<file path="config.mk">
export PLATFORM = sky130hd
export DESIGN_NAME = kflerp_interp
export DESIGN_NICKNAME = d
export VERILOG_FILES = /design/src/hw/rtl/kflerp_pkg.sv /design/src/hw/rtl/kflerp_interp.sv
export VERILOG_INCLUDE_DIRS = /design/src /design/src/hw/rtl
export SDC_FILE = /design/constraint.sdc
export NUM_CORES = 2
export LEC_CHECK = 0
export BUFFER_PORTS_ARGS = -buffer_cell sky130_fd_sc_hd__buf_4
export CORE_ASPECT_RATIO = 1.2
export CORE_MARGIN = 2
export CORE_UTILIZATION = 40
export CTS_CLUSTER_SIZE = 12
export DETAILED_ROUTE_END_ITERATION = 16
export PLACE_DENSITY = 0.59
export SYNTH_ARGS = -nofsm -noshare
export SYNTH_HDL_FRONTEND = slang
export SYNTH_SLANG_ARGS = --single-unit
</file>
<file path="constraint.sdc">
create_clock -name clk -period 23.8 [get_ports clk]
set_input_delay 1.19 -clock clk [delete_from_list [all_inputs] [get_ports clk]]
set_output_delay 1.19 -clock clk [all_outputs]
set_load 0.005 [all_outputs]
</file>
<file path="src/hw/rtl/keyframe_luminance_lerp_xyz_to_rgb_macros.svh">
// assertion helpers shared by the top-level and kflerp_interp rtl files
`ifndef KEYFRAME_LUMINANCE_LERP_XYZ_TO_RGB_MACROS_SVH
`define KEYFRAME_LUMINANCE_LERP_XYZ_TO_RGB_MACROS_SVH

// same-cycle implication, checked out of reset
`define KFLERP_ASSERT_NOW(label, clk, rst, cond, expr, msg) \
  label: assert property (@(posedge clk) disable iff (rst) (cond) |-> (expr)) \
    else $error(msg);

// next-cycle implication, checked out of reset
`define KFLERP_ASSERT_NEXT(label, clk, rst, cond, expr, msg) \
  label: assert property (@(posedge clk) disable iff (rst) (cond) |=> (expr)) \
    else $error(msg);

`endif

</file>
<file path="src/hw/rtl/kflerp_pkg.sv">
`timescale 1ns / 1ps
`default_nettype none

package kflerp_pkg;

  // field widths
  localparam int HOUR_W     = 16;
  localparam int HOUR_FRAC  = 11;
  localparam int OUT_W      = 24;
  localparam int OUT_FIELDS = 9;
  localparam int DATA_OUT_W = OUT_FIELDS * OUT_W;

  // keyframe rom sizes and default settings
  localparam int SUN_ROM       = 14;
  localparam int SKY_ROM       = 18;
  localparam int SUN_KEYS_DEF  = 14;
  localparam int SKY_KEYS_DEF  = 18;
  localparam int FRAC_BITS_DEF = 12;

  // interpolation: widest span is four hours, so the offset needs 13 bits
  localparam int T_W  = 13;
  localparam int SH_W = 4;

  // matrix coefficients are in millionths
  localparam int    C_W        = 23;
  localparam longint MICRO      = 64'sd1000000;
  localparam longint HALF_MICRO = MICRO / 2;

  // output saturation
  localparam logic signed [OUT_W-1:0] OUT_MAX = {1'b0, {(OUT_W-1){1'b1}}};
  localparam logic signed [OUT_W-1:0] OUT_MIN = {1'b1, {(OUT_W-1){1'b0}}};

  // rounded magnitudes at or above this saturate in either direction
  localparam longint SAT_CAP = ((64'sd1 <<< (OUT_W - 1)) + 64'sd1) * MICRO;
  localparam int     CAP_W   = 44;

  // divide by 1e6: drop 2^6 first, then multiply by a reciprocal of 15625
  localparam int     DIV_PRE_SH = 6;
  localparam longint DIV_ODD    = MICRO / (64'sd1 <<< DIV_PRE_SH);
  localparam int     DQ_W       = 37;
  localparam int     RECIP_SH   = 51;
  localparam longint RECIP      = ((64'sd1 <<< RECIP_SH) + DIV_ODD - 64'sd1) / DIV_ODD;
  localparam int     RECIP_W    = 38;
  localparam int     PP_LO_W    = 19;
  localparam int     DQ_HI_W    = DQ_W - PP_LO_W;
  localparam int     RC_HI_W    = RECIP_W - PP_LO_W;
  localparam int     FULL_W     = DQ_W + RECIP_W + 1;
  localparam int     QUOT_W     = 24;

  function automatic int pick3(int c, int a, int b, int d);
    return (c == 0) ? a : ((c == 1) ? b : d);
  endfunction

  // key positions in whole hours
  function automatic int key_hour(bit is_sky, int i);
    int h;
    h = 0;
    if (is_sky) begin
      case (i)
        0: h = 0;   1: h = 4;   2: h = 5;   3: h = 7;   4: h = 8;   5: h = 9;
        6: h = 10;  7: h = 11;  8: h = 12;  9: h = 13;  10: h = 14; 11: h = 15;
        12: h = 16; 13: h = 17; 14: h = 18; 15: h = 20; 16: h = 21; 17: h = 23;
        default: h = 0;
      endcase
    end else begin
      case (i)
        0: h = 5;   1: h = 7;   2: h = 8;   3: h = 9;   4: h = 10;  5: h = 11;
        6: h = 12;  7: h = 13;  8: h = 14;  9: h = 15;  10: h = 16; 11: h = 17;
        12: h = 18; 13: h = 20;
        default: h = 0;
      endcase
    end
    return h;
  endfunction

  // keyframe xyz values in millionths
  function automatic int sun_val(int i, int c);
    int v;
    case (i)
      1:  v = pick3(c, 12703322, 12989393, 9100411);
      2:  v = pick3(c, 13202644, 13597814, 11524929);
      3:  v = pick3(c, 13192974, 13597458, 12264488);
      4:  v = pick3(c, 13132943, 13535914, 12560032);
      5:  v = pick3(c, 13088722, 13489535, 12692996);
      6:  v = pick3(c, 13067827, 13467483, 12745179);
      7:  v = pick3(c, 13069653, 13469413, 12740822);
      8:  v = pick3(c, 13094319, 13495428, 12678066);
      9:  v = pick3(c, 13142133, 13545483, 12526785);
      10: v = pick3(c, 13201734, 13606017, 12188001);
      11: v = pick3(c, 13182774, 13572725, 11311157);
      12: v = pick3(c, 12448635, 12672520, 8267771);
      default: v = 0;
    endcase
    return v;
  endfunction

  function automatic int sky_val(int i, int c);
    int v;
    case (i)
      1:  v = pick3(c, 12900, 12900, 17200);
      2:  v = pick3(c, 258000, 258000, 344000);
      3:  v = pick3(c, 962851, 1000000, 1747835);
      4:  v = pick3(c, 967787, 1000000, 1776762);
      5:  v = pick3(c, 970173, 1000000, 1788413);
      6:  v = pick3(c, 971431, 1000000, 1794102);
      7:  v = pick3(c, 972099, 1000000, 1797096);
      8:  v = pick3(c, 972385, 1000000, 1798389);
      9:  v = pick3(c, 972361, 1000000, 1798278);
      10: v = pick3(c, 972020, 1000000, 1796740);
      11: v = pick3(c, 971275, 1000000, 1793407);
      12: v = pick3(c, 969885, 1000000, 1787078);
      13: v = pick3(c, 967216, 1000000, 1773758);
      14: v = pick3(c, 961668, 1000000, 1739891);
      15: v = pick3(c, 264000, 264000, 352000);
      16: v = pick3(c, 13200, 13200, 17600);
      default: v = 0;
    endcase
    return v;
  endfunction

  // millionths to fixed point, rounded half away from zero
  function automatic longint to_fixed(longint micro, int frac);
    longint n;
    n = micro * (64'sd1 <<< frac);
    if (n < 0) return -((-n + HALF_MICRO) / MICRO);
    return (n + HALF_MICRO) / MICRO;
  endfunction

  // log2 of the span from key i to key i+1, in input lsbs
  function automatic int span_shift(bit is_sky, int i, int rom);
    int d;
    if (i >= rom - 1) return HOUR_FRAC;
    d = key_hour(is_sky, i + 1) - key_hour(is_sky, i);
    return HOUR_FRAC + $clog2(d);
  endfunction

  // xyz to rgb matrix, rows r g b, columns x y z, in millionths
  function automatic int mat_coef(int r, int c);
    int v;
    case (r)
      0: v = pick3(c, 3240479, -1537150, -498530);
      1: v = pick3(c, -969256, 1875991, 41556);
      default: v = pick3(c, 55648, -204043, 1057311);
    endcase
    return v;
  endfunction

endpackage

`default_nettype wire

</file>
<file path="src/hw/rtl/kflerp_interp.sv">
`timescale 1ns / 1ps
`default_nettype none

`include "keyframe_luminance_lerp_xyz_to_rgb_macros.svh"

module kflerp_interp #(
  parameter bit IS_SKY    = 1'b0,
  parameter int KEYS      = kflerp_pkg::SUN_KEYS_DEF,
  parameter int FRAC_BITS = kflerp_pkg::FRAC_BITS_DEF
) (
  input  wire                                   clk,
  input  wire                                   rst,
  input  wire                                   ce,
  input  wire                                   in_valid,
  input  wire        [kflerp_pkg::HOUR_W-1:0]   hour,
  output logic                                  out_valid,
  output logic signed [FRAC_BITS+4:0]           xyz [3]
);

  localparam int ROM   = IS_SKY ? kflerp_pkg::SKY_ROM : kflerp_pkg::SUN_ROM;
  localparam int N     = (KEYS > ROM) ? ROM : ((KEYS < 1) ? 1 : KEYS);
  localparam int IDX_W = $clog2(ROM);
  localparam int UP_W  = $clog2(ROM + 1);
  localparam int V_W   = FRAC_BITS + 5;
  localparam int D_W   = V_W + 1;
  localparam int T_W   = kflerp_pkg::T_W;
  localparam int SH_W  = kflerp_pkg::SH_W;
  localparam int P_W   = D_W + T_W + 1;
  localparam int HW    = kflerp_pkg::HOUR_W;

  // constant keyframe tables
  logic        [HW-1:0]   key_tab [ROM];
  logic        [SH_W-1:0] sh_tab  [ROM];
  logic signed [V_W-1:0]  val_tab [ROM][3];

  for (genvar i = 0; i < ROM; i++) begin : g_rom
    localparam int KH = kflerp_pkg::key_hour(IS_SKY, i);
    localparam int SH = kflerp_pkg::span_shift(IS_SKY, i, ROM);
    assign key_tab[i] = HW'(KH << kflerp_pkg::HOUR_FRAC);
    assign sh_tab[i]  = SH_W'(SH);
    for (genvar c = 0; c < 3; c++) begin : g_comp
      localparam longint FX = kflerp_pkg::to_fixed(
        IS_SKY ? longint'(kflerp_pkg::sky_val(i, c)) : longint'(kflerp_pkg::sun_val(i, c)),
        FRAC_BITS);
      assign val_tab[i][c] = V_W'(FX);
    end
  end

  logic [3:0] v;

  // stage 1: key search, neighbor indexes and offset into the span
  logic [IDX_W-1:0] s1_lo_idx, s1_hi_idx;
  logic [T_W-1:0]   s1_t;
  logic [SH_W-1:0]  s1_sh;
  logic [IDX_W-1:0] lo_idx_next, hi_idx_next;
  logic [T_W-1:0]   t_next;
  logic [SH_W-1:0]  sh_next;

  always_comb begin
    logic [UP_W-1:0] up;
    up = UP_W'(N);
    for (int i = N - 1; i >= 0; i--) begin
      if (hour < key_tab[i]) up = UP_W'(i);
    end
    if (up == '0) begin
      lo_idx_next = '0;
      hi_idx_next = '0;
      t_next      = '0;
      sh_next     = SH_W'(kflerp_pkg::HOUR_FRAC);
    end else if (up == UP_W'(N)) begin
      lo_idx_next = IDX_W'(N - 1);
      hi_idx_next = IDX_W'(N - 1);
      t_next      = '0;
      sh_next     = SH_W'(kflerp_pkg::HOUR_FRAC);
    end else begin
      lo_idx_next = IDX_W'(up - 1'b1);
      hi_idx_next = IDX_W'(up);
      t_next      = T_W'(hour - key_tab[IDX_W'(up - 1'b1)]);
      sh_next     = sh_tab[IDX_W'(up - 1'b1)];
    end
  end

  always_ff @(posedge clk) begin
    if (ce) begin
      s1_lo_idx <= lo_idx_next;
      s1_hi_idx <= hi_idx_next;
      s1_t      <= t_next;
      s1_sh     <= sh_next;
    end
  end

  // stage 2: table read and difference
  logic signed [V_W-1:0] s2_lo   [3];
  logic signed [D_W-1:0] s2_diff [3];
  logic [T_W-1:0]        s2_t;
  logic [SH_W-1:0]       s2_sh;

  always_ff @(posedge clk) begin
    if (ce) begin
      for (int c = 0; c < 3; c++) begin
        s2_lo[c]   <= val_tab[s1_lo_idx][c];
        s2_diff[c] <= D_W'(val_tab[s1_hi_idx][c]) - D_W'(val_tab[s1_lo_idx][c]);
      end
      s2_t  <= s1_t;
      s2_sh <= s1_sh;
    end
  end

  // stage 3: difference times offset
  logic signed [V_W-1:0] s3_lo   [3];
  logic signed [P_W-1:0] s3_prod [3];
  logic [SH_W-1:0]       s3_sh;

  always_ff @(posedge clk) begin
    if (ce) begin
      for (int c = 0; c < 3; c++) begin
        s3_lo[c]   <= s2_lo[c];
        s3_prod[c] <= P_W'(s2_diff[c]) * P_W'($signed({1'b0, s2_t}));
      end
      s3_sh <= s2_sh;
    end
  end

  // stage 4: divide by the power-of-two span, round half away from zero, add base
  logic signed [V_W-1:0] xyz_next [3];

  always_comb begin
    logic [P_W-1:0]        mag  [3];
    logic [P_W-1:0]        rq   [3];
    logic signed [P_W-1:0] adj  [3];
    logic [P_W-1:0]        half;
    half = P_W'(1) << (s3_sh - 1'b1);
    for (int c = 0; c < 3; c++) begin
      mag[c] = s3_prod[c][P_W-1] ? P_W'(-s3_prod[c]) : P_W'(s3_prod[c]);
      rq[c]  = (mag[c] + half) >> s3_sh;
      adj[c] = s3_prod[c][P_W-1] ? -$signed(rq[c]) : $signed(rq[c]);
      xyz_next[c] = V_W'(P_W'(s3_lo[c]) + adj[c]);
    end
  end

  always_ff @(posedge clk) begin
    if (ce) begin
      for (int c = 0; c < 3; c++) xyz[c] <= xyz_next[c];
    end
  end

  // valid bits follow the data
  always_ff @(posedge clk) begin
    if (rst) begin
      v <= '0;
    end else if (ce) begin
      v <= {v[2:0], in_valid};
    end
  end

  assign out_valid = v[3];

  `KFLERP_ASSERT_NOW(a_idx_adjacent, clk, rst, v[0],
    (s1_hi_idx == s1_lo_idx) || (s1_hi_idx == IDX_W'(s1_lo_idx + 1'b1)),
    "interp: neighbor keys not adjacent")
  `KFLERP_ASSERT_NOW(a_clamp_no_offset, clk, rst, v[0] && (s1_hi_idx == s1_lo_idx),
    s1_t == '0, "interp: clamped lookup carries an offset")
  `KFLERP_ASSERT_NOW(a_offset_in_span, clk, rst, v[0],
    (T_W + 1)'(s1_t) < ((T_W + 1)'(1) << s1_sh), "interp: offset beyond span")

endmodule

`default_nettype wire

</file>
==> summary.txt <==
Global route
  • Gr ovfl total: 0
  • Met1 usage: 0.266
  • First-pass GRT wire length: 197000 microns
  • Largest net degree at the start of global routing: 72
  • Global Route met3 Usage: 0.0228
  • Most used routing layer: met2
  • Met2 usage: 0.354
  • Vias in the first global route: 35800
  • GRT Total Usage: 0.203
  • Initial antenna violation count: 0

Route
  • 1st-iter DRT viols: 1811
  • Routed wire length: 122000 microns
  • Drt first pass iters: 6
  • Routed via count: 34600
  • Via density: 5.24
  • DR DRC count: 0
  • Final ANT Viol Nets: 0
  • WL per Instance: 18.5 microns

Clocking
  • Post_cts resized: 0
  • Max Root-Sink Buffers: 3
  • Clk_lat worst skew: 0.63 ns
  • Clock root cell: clkbuf_16
  • CTS tree: built
  • CTS sink cnt: 325
  • Inserted Clock Buffers: 44
  • H-tree depth: 2
  • Setup bufs post-CTS: 0
  • Worst-path clk slew: 0.06 ns
  • Cts hold-fix bufs: 0

STA
  • Fin crit share: 0.355
  • Final TNS setup: 0 ns
  • Fmax: 118 MHz
  • Final hold violations: 0
  • Slew @ Worst Pin: 1.02 ns
  • RSZ-0062 raised after global routing: no
  • Final setup skew: 0.0455 ns
  • Rel. slew slack: 0.320
  • Min Clock Period, post-route: 8.45 ns
  • Setup Viol. Count Final: 0
  • Slew Viols, Final: 0

Yosys
  • Register area share after synthesis: 0.202
  • Mapped Cells: 5078
  • Syn Std Cell Area: 0.0481 sq mm
  • Yosys warns: 0
  • Area share of the largest cell type after synthesis: 0.282
  • Fraction of synthesis flops using an asynchronous set or reset pin: 0
  • Syn Area/Cell: 9.47 sq um
  • Yosys top cell by area: fa_1
  • Seq cells post-synth: 325
  • Yosys cell types: 99
  • Post-synth EDFFs: 321
  • Main synth FF type: edfxtp_1
  • Synth area leaders: fa_1 (28%), edfxtp_1 (20%), ha_1 (9.6%)

Floorplanning
  • Initial Utilization: 0.403
  • Total core area: 0.119 sq mm
  • I/O pin cnt: 72
  • Rows: 139
  • Die Area: 0.123 sq mm
  • Die extent in x: 321 microns
  • Die H: 384 microns

Critical path
  • Required @ worst endpoint: 24.18 ns
  • Crit path DAT: 8.83 ns
  • Type of destination of the critical path: register
  • Crit-path max FO: 64
  • Startpoint types: register
  • Slowest stage cell, crit path: buf_4
  • Setup CP Type: reg -> reg
  • CP max stage delay: 0.59 ns

Finish
  • Layout cell share with drive strength beyond 1: 0.0530
  • Area Growth Syn to Fin: 7.24%
  • Final net count: 6100

Status
  • Status: complete, no violations

Placement
  • I/O Buffers: 71
  • Final Wtd Congestion: 0.889
  • DP HPWL: 97100 microns

Worst hold path
  • Hold WC Path Type: reg -> reg

Run
  • Max-Cap Viols: 0
placed cells by master, fill, tap and decap left out, types with 30 or more instances in the layout:
| cell | netlist | final |
|---|---|---|
| inv_1 | 836 | 836 |
| fa_1 | 678 | 678 |
| nand2_1 | 519 | 519 |
| and2_1 | 421 | 421 |
| ha_1 | 369 | 369 |
| edfxtp_1 | 321 | 321 |
| xnor2_1 | 257 | 257 |
| nor2_1 | 236 | 236 |
| a21oi_1 | 189 | 189 |
| o21ai_0 | 166 | 166 |
| buf_4 | 0 | 116 |
| xor2_1 | 76 | 76 |
| a21o_1 | 51 | 51 |
| nor3_1 | 51 | 51 |
| nand3_1 | 44 | 44 |
| clkbuf_16 | 0 | 44 |
| nand2b_1 | 36 | 36 |
| a31oi_1 | 33 | 33 |
| o21bai_1 | 32 | 32 |
| o21a_1 | 32 | 32 |
| o31ai_1 | 32 | 32 |
| nor2b_1 | 31 | 31 |
| or3_1 | 30 | 30 |
synthesized netlist by cell type, types with 17 or more instances:
cell / number
nand2_1: 519
nor3_1: 51
nand4_1: 17
and3_1: 20
xor2_1: 76
inv_1: 836
a21o_1: 51
fa_1: 678
mux2i_1: 28
a31oi_1: 33
o21ai_0: 166
and2_1: 421
clkbuf_1: 206
nor4_1: 18
or2_2: 21
nand3_1: 44
a211oi_1: 28
ha_1: 369
edfxtp_1: 321
o22ai_1: 22
nor2b_1: 31
a21oi_1: 189
or3_1: 30
o21a_1: 32
nand2b_1: 36
xnor2_1: 257
nor2_1: 236
o21bai_1: 32
a21boi_0: 24
o31ai_1: 32
state kept, by name, summed over array words and instances (netlist names):
register	count
s1_hi_idx	4
s1_lo_idx	4
s1_sh	2
s1_t	13
s2_diff	54
s2_lo	40
s2_sh	2
s2_t	13
s3_lo	40
s3_prod	96
s3_sh	2
v	4
xyz	51
critical path: cells and delay by family, from the launching register on:
family,cells,cell delay (ns)
compound gates,10,2.58
buf+inv,6,1.68
fa+ha+maj,3,1.18
simple gates,6,1.04
mux,2,0.78
xor+xnor,3,0.61
flops,1,0.32
stage by stage:
step,utilization,cell area [sq um],worst slack (ns),std cells,hold WS [ns]
floorplan,-,48100,16.25,5086,0.400
global placement,0.420,50100,15.41,6538,0.401
detailed placement,0.420,50100,15.30,6538,0.405
CTS,0.432,51600,15.29,6612,0.417
global route,0.432,51600,14.84,6612,0.422
finish,0.432,51600,15.35,6615,0.416
layer usage:
| layer | wire [microns] | share of wire |
|---|---|---|
| met5 | 0 | 0 |
| met4 | 2880 | 0.024 |
| met3 | 4680 | 0.038 |
| met2 | 60400 | 0.49 |
| met1 | 54400 | 0.44 |
final cells by class:
| type | count | area (sq um) |
|---|---|---|
| Tap cell | 1551 | 1940 |
| Timing Repair Buffer | 117 | 886 |
| Antenna cell | 3 | 7.51 |
| Fill cell | 11500 | 67900 |
| Clock inverter | 28 | 327 |
| Sequential cell | 325 | 9720 |
| Multi-Input combinational cell | 3702 | 34400 |
| Inverter | 843 | 3160 |
| Clock buffer | 46 | 1110 |
path summary, 6_finish.rpt:
path	startpoint	endpoint	slack (ns)	cells past startpoint
setup / recovery	s3_sh[2]	xyz[16]	15.35	30
hold / removal	s1_t[1]	s2_t[1]	0.42	0
setup reg to reg	s3_sh[2]	xyz[16]	15.35	30
hold reg to reg	s1_t[1]	s2_t[1]	0.42	0
logic make-up (layout without fill, tap and decap cells):
| group | after synthesis | after routing | share of synthesized area |
|---|---|---|---|
| AOI/OAI and AO/OA | 763 | 763 | 0.105 |
| DFF | 325 | 325 | 0.202 |
| muxes | 52 | 52 | 0.0143 |
| other | 1 | 12 | 0.0000780 |
| adders and majority gates | 1047 | 1047 | 0.378 |
| buffers and inverters | 1059 | 1034 | 0.0828 |
| xor gates and xnor gates | 333 | 333 | 0.0606 |
| and+or+nand+nor | 1498 | 1498 | 0.157 |
Power is not shown: default switching activity piles up to over one toggle a cycle in this logic, so the estimate is an artifact.
